`src/rtl/core/bfpa_pkg.sv`:
```
// Package with command and status codes and the transaction types of the allocator.
package bfpa_pkg;

  // Command codes
  localparam logic [1:0] CMD_DEFINE  = 2'd0;
  localparam logic [1:0] CMD_ALLOC   = 2'd1;
  localparam logic [1:0] CMD_RELEASE = 2'd2;

  // Status codes
  localparam logic [2:0] ST_ALLOCATED = 3'd0;
  localparam logic [2:0] ST_TOO_BIG   = 3'd1;
  localparam logic [2:0] ST_MEM_FULL  = 3'd2;
  localparam logic [2:0] ST_RELEASED  = 3'd3;
  localparam logic [2:0] ST_NOT_OWNED = 3'd4;
  localparam logic [2:0] ST_DEFINED   = 3'd5;

  typedef struct packed {
    logic [1:0]  cmd;
    logic [3:0]  part_index;
    logic [15:0] base_addr;
    logic [15:0] req_size;
    logic [3:0]  owner_id;
  } req_t;

  typedef struct packed {
    logic [2:0]  status;
    logic [3:0]  sel_index;
    logic [15:0] sel_base;
    logic [15:0] sel_size;
  } rsp_t;

endpackage

```
`src/rtl/core/best_fit_partition_allocator_core.sv`:
```
// Top level of the best-fit fixed partition allocator.
//
//   Channel  | Direction | Handshake                 | Payload
//   ---------+-----------+---------------------------+---------------
//   command  | in        | start high while busy low | req_i (req_t)
//   result   | out       | rsp_valid_o, one cycle    | rsp_o (rsp_t)
//
// Define and unused commands pass through S_DONE to the registered result.
// Allocate and release walk the partition memory one entry per cycle through its
// single read port; a release that finds its owner ends the walk early.
// busy falls in the cycle the result is shown.
// Reset clears every partition to base 0, size 0 and free at once through
// per-entry valid bits; no clearing pass. The receiver cannot stall the block.
module best_fit_partition_allocator_core import bfpa_pkg::*; #(
  parameter int NUM_PARTITIONS = 16,
  parameter int ADDR_BITS      = 16,
  parameter int OWNER_BITS     = 4
) (
  input  logic clk_i,
  input  logic rst_ni,
  input  logic start,
  output logic busy,
  input  req_t req_i,
  output logic rsp_valid_o,
  output rsp_t rsp_o
);

  localparam int IDX_W = (NUM_PARTITIONS > 1) ? $clog2(NUM_PARTITIONS) : 1;
  localparam logic [IDX_W-1:0] LAST_IDX = IDX_W'(NUM_PARTITIONS - 1);

  localparam logic [1:0] S_IDLE = 2'd0;
  localparam logic [1:0] S_SCAN = 2'd1;
  localparam logic [1:0] S_DONE = 2'd2;

  typedef struct packed {
    logic [ADDR_BITS-1:0]  base;
    logic [ADDR_BITS-1:0]  size;
    logic [OWNER_BITS-1:0] owner;
  } slot_t;

  // Partition memory and per-entry flags
  slot_t mem_q [NUM_PARTITIONS];
  slot_t mem_rdata_q;
  logic [NUM_PARTITIONS-1:0] valid_q, valid_d;
  logic [NUM_PARTITIONS-1:0] busy_q, busy_d;

  logic [1:0] state_q, state_d;

  // Latched command
  logic [1:0]            cmd_q, cmd_d;
  logic [3:0]            part_q, part_d;
  logic                  in_range_q, in_range_d;
  logic [ADDR_BITS-1:0]  base_q, base_d;
  logic [ADDR_BITS-1:0]  want_q, want_d;
  logic [OWNER_BITS-1:0] owner_q, owner_d;

  // Scan control
  logic [IDX_W-1:0] rd_idx_q, rd_idx_d;
  logic             rd_more_q, rd_more_d;
  logic             dv_q, dv_d;
  logic [IDX_W-1:0] d_idx_q, d_idx_d;

  // Search trackers
  logic [ADDR_BITS-1:0] largest_q, largest_d;
  logic                 found_q, found_d;
  logic [IDX_W-1:0]     pick_idx_q, pick_idx_d;
  logic [ADDR_BITS-1:0] pick_base_q, pick_base_d;
  logic [ADDR_BITS-1:0] pick_size_q, pick_size_d;

  // Result register
  logic rsp_valid_q, rsp_valid_d;
  rsp_t rsp_q, rsp_d;

  // Memory port controls
  logic             mem_re;
  logic             mem_we;
  logic [IDX_W-1:0] mem_waddr;
  slot_t            mem_wdata;

  // Field conversions
  logic                  accept;
  logic [31:0]           req_size_ext, base_addr_ext;
  logic [7:0]            owner_ext, part_ext, pick_ext;
  logic [31:0]           pick_base_ext, pick_size_ext;
  logic [IDX_W-1:0]      part_widx;

  // Evaluated entry
  logic [ADDR_BITS-1:0]  e_size, e_base;
  logic [OWNER_BITS-1:0] e_owner;
  logic                  e_busy, e_fit, e_match;

  assign accept        = start && !busy;
  assign req_size_ext  = 32'(req_i.req_size);
  assign base_addr_ext = 32'(req_i.base_addr);
  assign owner_ext     = 8'(req_i.owner_id);
  assign part_ext      = 8'(part_q);
  assign part_widx     = part_ext[IDX_W-1:0];
  assign pick_ext      = 8'(pick_idx_q);
  assign pick_base_ext = 32'(pick_base_q);
  assign pick_size_ext = 32'(pick_size_q);

  // Entry in the data stage; an undefined entry reads as zero
  assign e_size  = valid_q[d_idx_q] ? mem_rdata_q.size  : '0;
  assign e_base  = valid_q[d_idx_q] ? mem_rdata_q.base  : '0;
  assign e_owner = valid_q[d_idx_q] ? mem_rdata_q.owner : '0;
  assign e_busy  = busy_q[d_idx_q];
  assign e_fit   = !e_busy && (e_size >= want_q);
  assign e_match = e_busy && (e_owner == owner_q);

  assign mem_re = (state_q == S_SCAN) && rd_more_q;

  // Sequence the transaction: latch, scan, decide and write back
  always_comb begin
    state_d     = state_q;
    cmd_d       = cmd_q;
    part_d      = part_q;
    in_range_d  = in_range_q;
    base_d      = base_q;
    want_d      = want_q;
    owner_d     = owner_q;
    rd_idx_d    = rd_idx_q;
    rd_more_d   = rd_more_q;
    dv_d        = 1'b0;
    d_idx_d     = d_idx_q;
    largest_d   = largest_q;
    found_d     = found_q;
    pick_idx_d  = pick_idx_q;
    pick_base_d = pick_base_q;
    pick_size_d = pick_size_q;
    valid_d     = valid_q;
    busy_d      = busy_q;
    rsp_valid_d = 1'b0;
    rsp_d       = rsp_q;
    mem_we      = 1'b0;
    mem_waddr   = pick_idx_q;
    mem_wdata   = '{base: pick_base_q, size: pick_size_q, owner: owner_q};

    unique case (state_q)
      S_IDLE: begin
        if (accept) begin
          cmd_d       = req_i.cmd;
          part_d      = req_i.part_index;
          in_range_d  = 32'(req_i.part_index) < 32'(NUM_PARTITIONS);
          base_d      = base_addr_ext[ADDR_BITS-1:0];
          want_d      = req_size_ext[ADDR_BITS-1:0];
          owner_d     = owner_ext[OWNER_BITS-1:0];
          rd_idx_d    = '0;
          rd_more_d   = 1'b1;
          largest_d   = '0;
          found_d     = 1'b0;
          pick_idx_d  = '0;
          pick_base_d = '0;
          pick_size_d = '0;
          if (req_i.cmd == CMD_ALLOC || req_i.cmd == CMD_RELEASE) begin
            state_d = S_SCAN;
          end else begin
            state_d = S_DONE;
          end
        end
      end

      S_SCAN: begin
        // Issue the next read
        if (rd_more_q) begin
          dv_d    = 1'b1;
          d_idx_d = rd_idx_q;
          if (rd_idx_q == LAST_IDX) begin
            rd_more_d = 1'b0;
          end else begin
            rd_idx_d = rd_idx_q + 1'b1;
          end
        end
        // Evaluate the entry read last cycle
        if (dv_q) begin
          if (cmd_q == CMD_ALLOC) begin
            if (e_size > largest_q) begin
              largest_d = e_size;
            end
            if (e_fit && (!found_q || e_size < pick_size_q)) begin
              found_d     = 1'b1;
              pick_idx_d  = d_idx_q;
              pick_base_d = e_base;
              pick_size_d = e_size;
            end
            if (d_idx_q == LAST_IDX) begin
              state_d = S_DONE;
            end
          end else begin
            if (e_match) begin
              found_d     = 1'b1;
              pick_idx_d  = d_idx_q;
              pick_base_d = e_base;
              pick_size_d = e_size;
              state_d     = S_DONE;
              dv_d        = 1'b0;
            end else if (d_idx_q == LAST_IDX) begin
              state_d = S_DONE;
            end
          end
        end
      end

      S_DONE: begin
        state_d     = S_IDLE;
        rsp_valid_d = 1'b1;
        rsp_d       = '{status: ST_NOT_OWNED, sel_index: 4'd0, sel_base: 16'd0,
                        sel_size: 16'd0};
        case (cmd_q)
          CMD_DEFINE: begin
            rsp_d.status    = ST_DEFINED;
            rsp_d.sel_index = part_q;
            if (in_range_q) begin
              mem_we             = 1'b1;
              mem_waddr          = part_widx;
              mem_wdata          = '{base: base_q, size: want_q, owner: '0};
              valid_d[part_widx] = 1'b1;
              busy_d[part_widx]  = 1'b0;
            end
          end
          CMD_ALLOC: begin
            if (want_q > largest_q) begin
              rsp_d.status = ST_TOO_BIG;
            end else if (!found_q) begin
              rsp_d.status = ST_MEM_FULL;
            end else begin
              mem_we              = 1'b1;
              valid_d[pick_idx_q] = 1'b1;
              busy_d[pick_idx_q]  = 1'b1;
              rsp_d.status        = ST_ALLOCATED;
              rsp_d.sel_index     = pick_ext[3:0];
              rsp_d.sel_base      = pick_base_ext[15:0];
              rsp_d.sel_size      = pick_size_ext[15:0];
            end
          end
          CMD_RELEASE: begin
            if (found_q) begin
              busy_d[pick_idx_q] = 1'b0;
              rsp_d.status       = ST_RELEASED;
              rsp_d.sel_index    = pick_ext[3:0];
              rsp_d.sel_base     = pick_base_ext[15:0];
              rsp_d.sel_size     = pick_size_ext[15:0];
            end
          end
          default: begin
            rsp_d.status = ST_NOT_OWNED;
          end
        endcase
      end

      default: begin
        state_d = S_IDLE;
      end
    endcase
  end

  // Hold the partition memory: one write port, one registered read port
  always_ff @(posedge clk_i) begin
    if (mem_we) begin
      mem_q[mem_waddr] <= mem_wdata;
    end
    if (mem_re) begin
      mem_rdata_q <= mem_q[rd_idx_q];
    end
  end

  // Advance control state
  always_ff @(posedge clk_i or negedge rst_ni) begin
    if (!rst_ni) begin
      state_q     <= S_IDLE;
      valid_q     <= '0;
      busy_q      <= '0;
      rd_more_q   <= 1'b0;
      dv_q        <= 1'b0;
      rsp_valid_q <= 1'b0;
    end else begin
      state_q     <= state_d;
      valid_q     <= valid_d;
      busy_q      <= busy_d;
      rd_more_q   <= rd_more_d;
      dv_q        <= dv_d;
      rsp_valid_q <= rsp_valid_d;
    end
  end

  // Hold payload and tracker registers
  always_ff @(posedge clk_i) begin
    cmd_q       <= cmd_d;
    part_q      <= part_d;
    in_range_q  <= in_range_d;
    base_q      <= base_d;
    want_q      <= want_d;
    owner_q     <= owner_d;
    rd_idx_q    <= rd_idx_d;
    d_idx_q     <= d_idx_d;
    largest_q   <= largest_d;
    found_q     <= found_d;
    pick_idx_q  <= pick_idx_d;
    pick_base_q <= pick_base_d;
    pick_size_q <= pick_size_d;
    rsp_q       <= rsp_d;
  end

  assign busy        = (state_q != S_IDLE);
  assign rsp_valid_o = rsp_valid_q;
  assign rsp_o       = rsp_q;

endmodule

```
`config.mk`:
```
export PLATFORM = sky130hd
export DESIGN_NAME = best_fit_partition_allocator_core
export DESIGN_NICKNAME = d
export VERILOG_FILES = /design/src/rtl/core/bfpa_pkg.sv /design/src/rtl/core/best_fit_partition_allocator_core.sv
export SDC_FILE = /design/constraint.sdc
export NUM_CORES = 1
export LEC_CHECK = 0
export BUFFER_PORTS_ARGS = -buffer_cell sky130_fd_sc_hd__buf_2
export CORE_UTILIZATION = 40
export CTS_CLUSTER_DIAMETER = 30
export DETAILED_ROUTE_END_ITERATION = 6
export PLACE_DENSITY = 0.63
export SLEW_MARGIN = 0
export SYNTH_ARGS = -nofsm -noshare
export SYNTH_HDL_FRONTEND = slang
export SYNTH_SLANG_ARGS = --single-unit
```
`constraint.sdc`:
```
create_clock -name clk_i -period 6.16 [get_ports clk_i]
set_input_delay 0 -clock clk_i [delete_from_list [all_inputs] [get_ports clk_i]]
set_output_delay 0 -clock clk_i [all_outputs]
set_load 0.1 [all_outputs]
```
==> results.json <==
{
  "ctsRootBufferMaster": "clkbuf_16",
  "p_total_mw": 20.7,
  "die_h_um": 285,
  "fill_cells": 6306,
  "drtIter0Drc": 1475,
  "path_delay_family": "simple AND/OR/NAND/NOR gates",
  "async_flop_share_pct": 4.68,
  "synth_top_family_by_area": "multiplexers",
  "p_sw_share_pct": 29.0,
  "cts_buffer_depth": 3,
  "htree_levels": 4,
  "place_congestion": 0.875,
  "hold_class": "in2reg",
  "synth_top_cells_by_count": "edfxtp_1 (754), mux4_2 (183), ha_1 (65)",
  "wl_met2_um": 36800,
  "critical_path_class": "reg2reg",
  "slew_headroom_pct": 30.7,
  "yosysWarningCount": 0,
  "clkSinkCount": 791,
  "setup_viol": 0,
  "ir_drop_v": 0.000478,
  "stdcell_area_um2": 40500,
  "postSynthCellCount": 1692,
  "hold_viol": 0,
  "crit_required_ps": 6490,
  "drc": 0,
  "postCtsResizedCells": 0,
  "r2r-end": "pick_idx_q[1]",
  "top_layer_used": "met4",
  "min_period_ps": 4600,
  "cts_made_buffers": 149,
  "clock_latency_ps": 740,
  "stdcell_count": 3168,
  "final_antenna_net_count": 0,
  "vias": 17361,
  "maxCapViolations": 0,
  "slew_viol_final": 0,
  "synth_edf_count": 754,
  "hold_end": "want_q[2]",
  "worst_slack_ps": 1560,
  "r2r_cells": 12,
  "die_area_um2": 81400,
  "synth_most_common_cell": "edfxtp_1",
  "synth-compound-area-share_pct": 3.31,
  "met3_length_um": 5730,
  "synth.area.mux_share_pct": 13.8,
  "dp_hpwl_um": 43400,
  "status": "completed",
  "cp-end-kind": "register",
  "synth_ff_type": "edfxtp_1",
  "cp.depth": 12,
  "p_comb_share_pct": 22.8,
  "holdPathStages": 2,
  "cp_data_arrival_time_ps": 4930,
  "placed_area_um2": 34100,
  "grt_antenna_before_repair": 2,
  "rsz0062_at_grt": "no",
  "min_from": "req_i[6]",
  "port_buffers": 85,
  "start_util_pct": 40.6,
  "regArea_um2": 23600,
  "r2r_slack_ps": 1560,
  "yosys.area_share.simple_pct": 4.99,
  "final_core_util_pct": 51.2,
  "synth-seq-area-share_pct": 73.4,
  "synthAdderAreaFrac_pct": 2.57,
  "diodes": 0,
  "grt_pass1_vias": 18257,
  "switching_power_mw": 6.00,
  "clockPowerShare_pct": 42.0,
  "io-pin-count": 86,
  "fp-row-count": 103,
  "power_leakage_nw": 14.1,
  "layout.nets": 2102,
  "wl_um": 77800,
  "cts.clk_slew.worst_paths_ps": 50,
  "wl_per_cell_um": 24.6,
  "ys_top_cells_by_area": "edfxtp_1 (71%), mux4_2 (13%), dfrtp_1 (2.9%), ha_1 (2.5%), and2_1 (1.1%)",
  "crit_fanout": 39,
  "slowest_stage": "edfxtp_1",
  "grt_max_degree": 147,
  "synth_cell_types": 54,
  "syn_to_final_growth_pct": 26.2,
  "period_share_pct": 74.6,
  "dpl.cell_count": 2804,
  "m1WireLength_um": 33400,
  "hold_buffers": 87,
  "die-width_um": 285,
  "netlist.area_leader.share_pct": 70.6,
  "tritoncts": "done",
  "worstMarginPinSlew_ps": 1030,
  "internal-power_mw": 14.7,
  "grt_first_pass_wirelength_um": 117000,
  "synth_top_cell_by_area": "edfxtp_1",
  "fin_hold_ws_ps": 49.9,
  "cpPeakStageDelay_ps": 750,
  "drive_above_1_share_pct": 29.1,
  "synth_xor_area_share_pct": 0.164,
  "post_cts_buffers": 0,
  "grt_use_total_pct": 19.5,
  "r2r_start": "d_idx_q[2]",
  "avgSynthCellArea_um2": 19.0,
  "core_um2": 79100,
  "viasPerCell": 5.48,
  "synthesis.nets": 1802,
  "max_freq_mhz": 218,
  "tns_ps": 0,
  "critPathLaunch": "d_idx_q[2]",
  "startpoint_type": "register",
  "powerDensity_nw_per_um2": 512,
  "synth_seq_cells": 791,
  "multi_input_area_um2": 8120,
  "skew_ps": 38.7,
  "dpl_worst_slack_ps": 1620,
  "path_buf_inv": 1,
  "seq_power_share_pct": 35.1,
  "crit_chain": "mux4_2, o21ai_2, nand2_2, and2_1, ha_1, and4_1, a21oi_1, nand2_1, a311oi_1, o211ai_1, o21ai_4, buf_4",
  "grt_overflow": 0,
  "synth_area_um2": 32100,
  "first_pass_iters": 5
}
==> kinds of logic (layout without fill, tap and decap cells) <==
kind of cell / count (synthesis) / after routing
buffers and inverters: 143 / 569
flip-flops: 791 / 791
AO/OA/AOI/OAI: 174 / 174
AND/OR/NAND/NOR: 303 / 303
adder cells (fa/ha/maj): 66 / 66
multiplexers: 209 / 209
XOR/XNOR: 6 / 6
==> cell usage in the layout (no fill, tap or decap), drive strengths merged, types with 7 or more instances in the layout <==
| cell | count |
|---|---|
| and2 | 56 |
| mux4 | 185 |
| a21oi | 48 |
| mux2i | 7 |
| dfrtp | 37 |
| a2bb2oi | 12 |
| and3 | 35 |
| or3 | 17 |
| mux2 | 17 |
| nand2b | 11 |
| o21ai | 66 |
| clkinvlp | 14 |
| inv | 75 |
| nand2 | 59 |
| buf | 144 |
| clkbuf | 167 |
| bufinv | 32 |
| nor2b | 15 |
| nand4 | 8 |
| a22o | 7 |
| ha | 65 |
| dlygate4sd3 | 86 |
| clkinv | 51 |
| nor3 | 9 |
| edfxtp | 754 |
| nor2 | 49 |
| a31oi | 7 |
| nand3 | 20 |
| nor4 | 14 |
==> how the worst max path moves through the flow <==
stage / to / slack, ps
after global routing: pick_base_q[15] / 1330
after global placement: pick_base_q[9] / 1600
after floorplan: found_q / 220
after CTS: pick_idx_q[1] / 1610
final: pick_idx_q[1] / 1560
after detailed placement: pick_base_q[7] / 1620
==> cell type report <==
| class | count | share of cell area (%) |
|---|---|---|
| Clock buffer | 167 | 9.45 |
| Tap cell | 1050 | 3.24 |
| Timing Repair Buffer | 230 | 4.36 |
| Inverter | 62 | 0.575 |
| Sequential cell | 791 | 58.2 |
| Multi-Input combinational cell | 758 | 20.1 |
| Clock inverter | 110 | 4.09 |
==> sequential cells by signal, indices dropped and copies added (netlist names) <==
name and count:
owner_q 4, cmd_q 2, busy_q 16, rsp_o 39, found_q 1, pick_idx_q 4
want_q 16, pick_size_q 16, part_q 4, rd_more_q 1, mem_rdata_q 36, rd_idx_q 4
mem_q 576, rsp_valid_o 1, largest_q 16, state_q 2, base_q 16, pick_base_q 16
valid_q 16, dv_q 1, d_idx_q 4
==> power groups by stage <==
stage | Sequential, mW | Combinational (mW) | Clock (mW)
floorplan | 7.42 | 3.16 | 0
global placement | 7.38 | 4.65 | 0
detailed placement | 7.37 | 4.72 | 0
CTS | 7.28 | 4.79 | 8.83
global route | 7.33 | 5.12 | 9.08
finish | 7.29 | 4.74 | 8.71
==> routing by layer <==
metal	GRT usage (%)	up-vias
met4	6.97	0
li1	-	7483
met2	30.3	680
met5	0	-
met3	4.07	143
met1	27.4	9055
==> worst reg2reg max path, stage by stage (launching register included) <==
cell,delay (ps)
edfxtp_1,750
mux4_2,410
o21ai_2,150
nand2_2,460
and2_1,460
ha_1,310
and4_1,210
a21oi_1,150
nand2_1,80
a311oi_1,270
o211ai_1,180
o21ai_4,170
buf_4,570
Power figures use the tool's default switching activity.
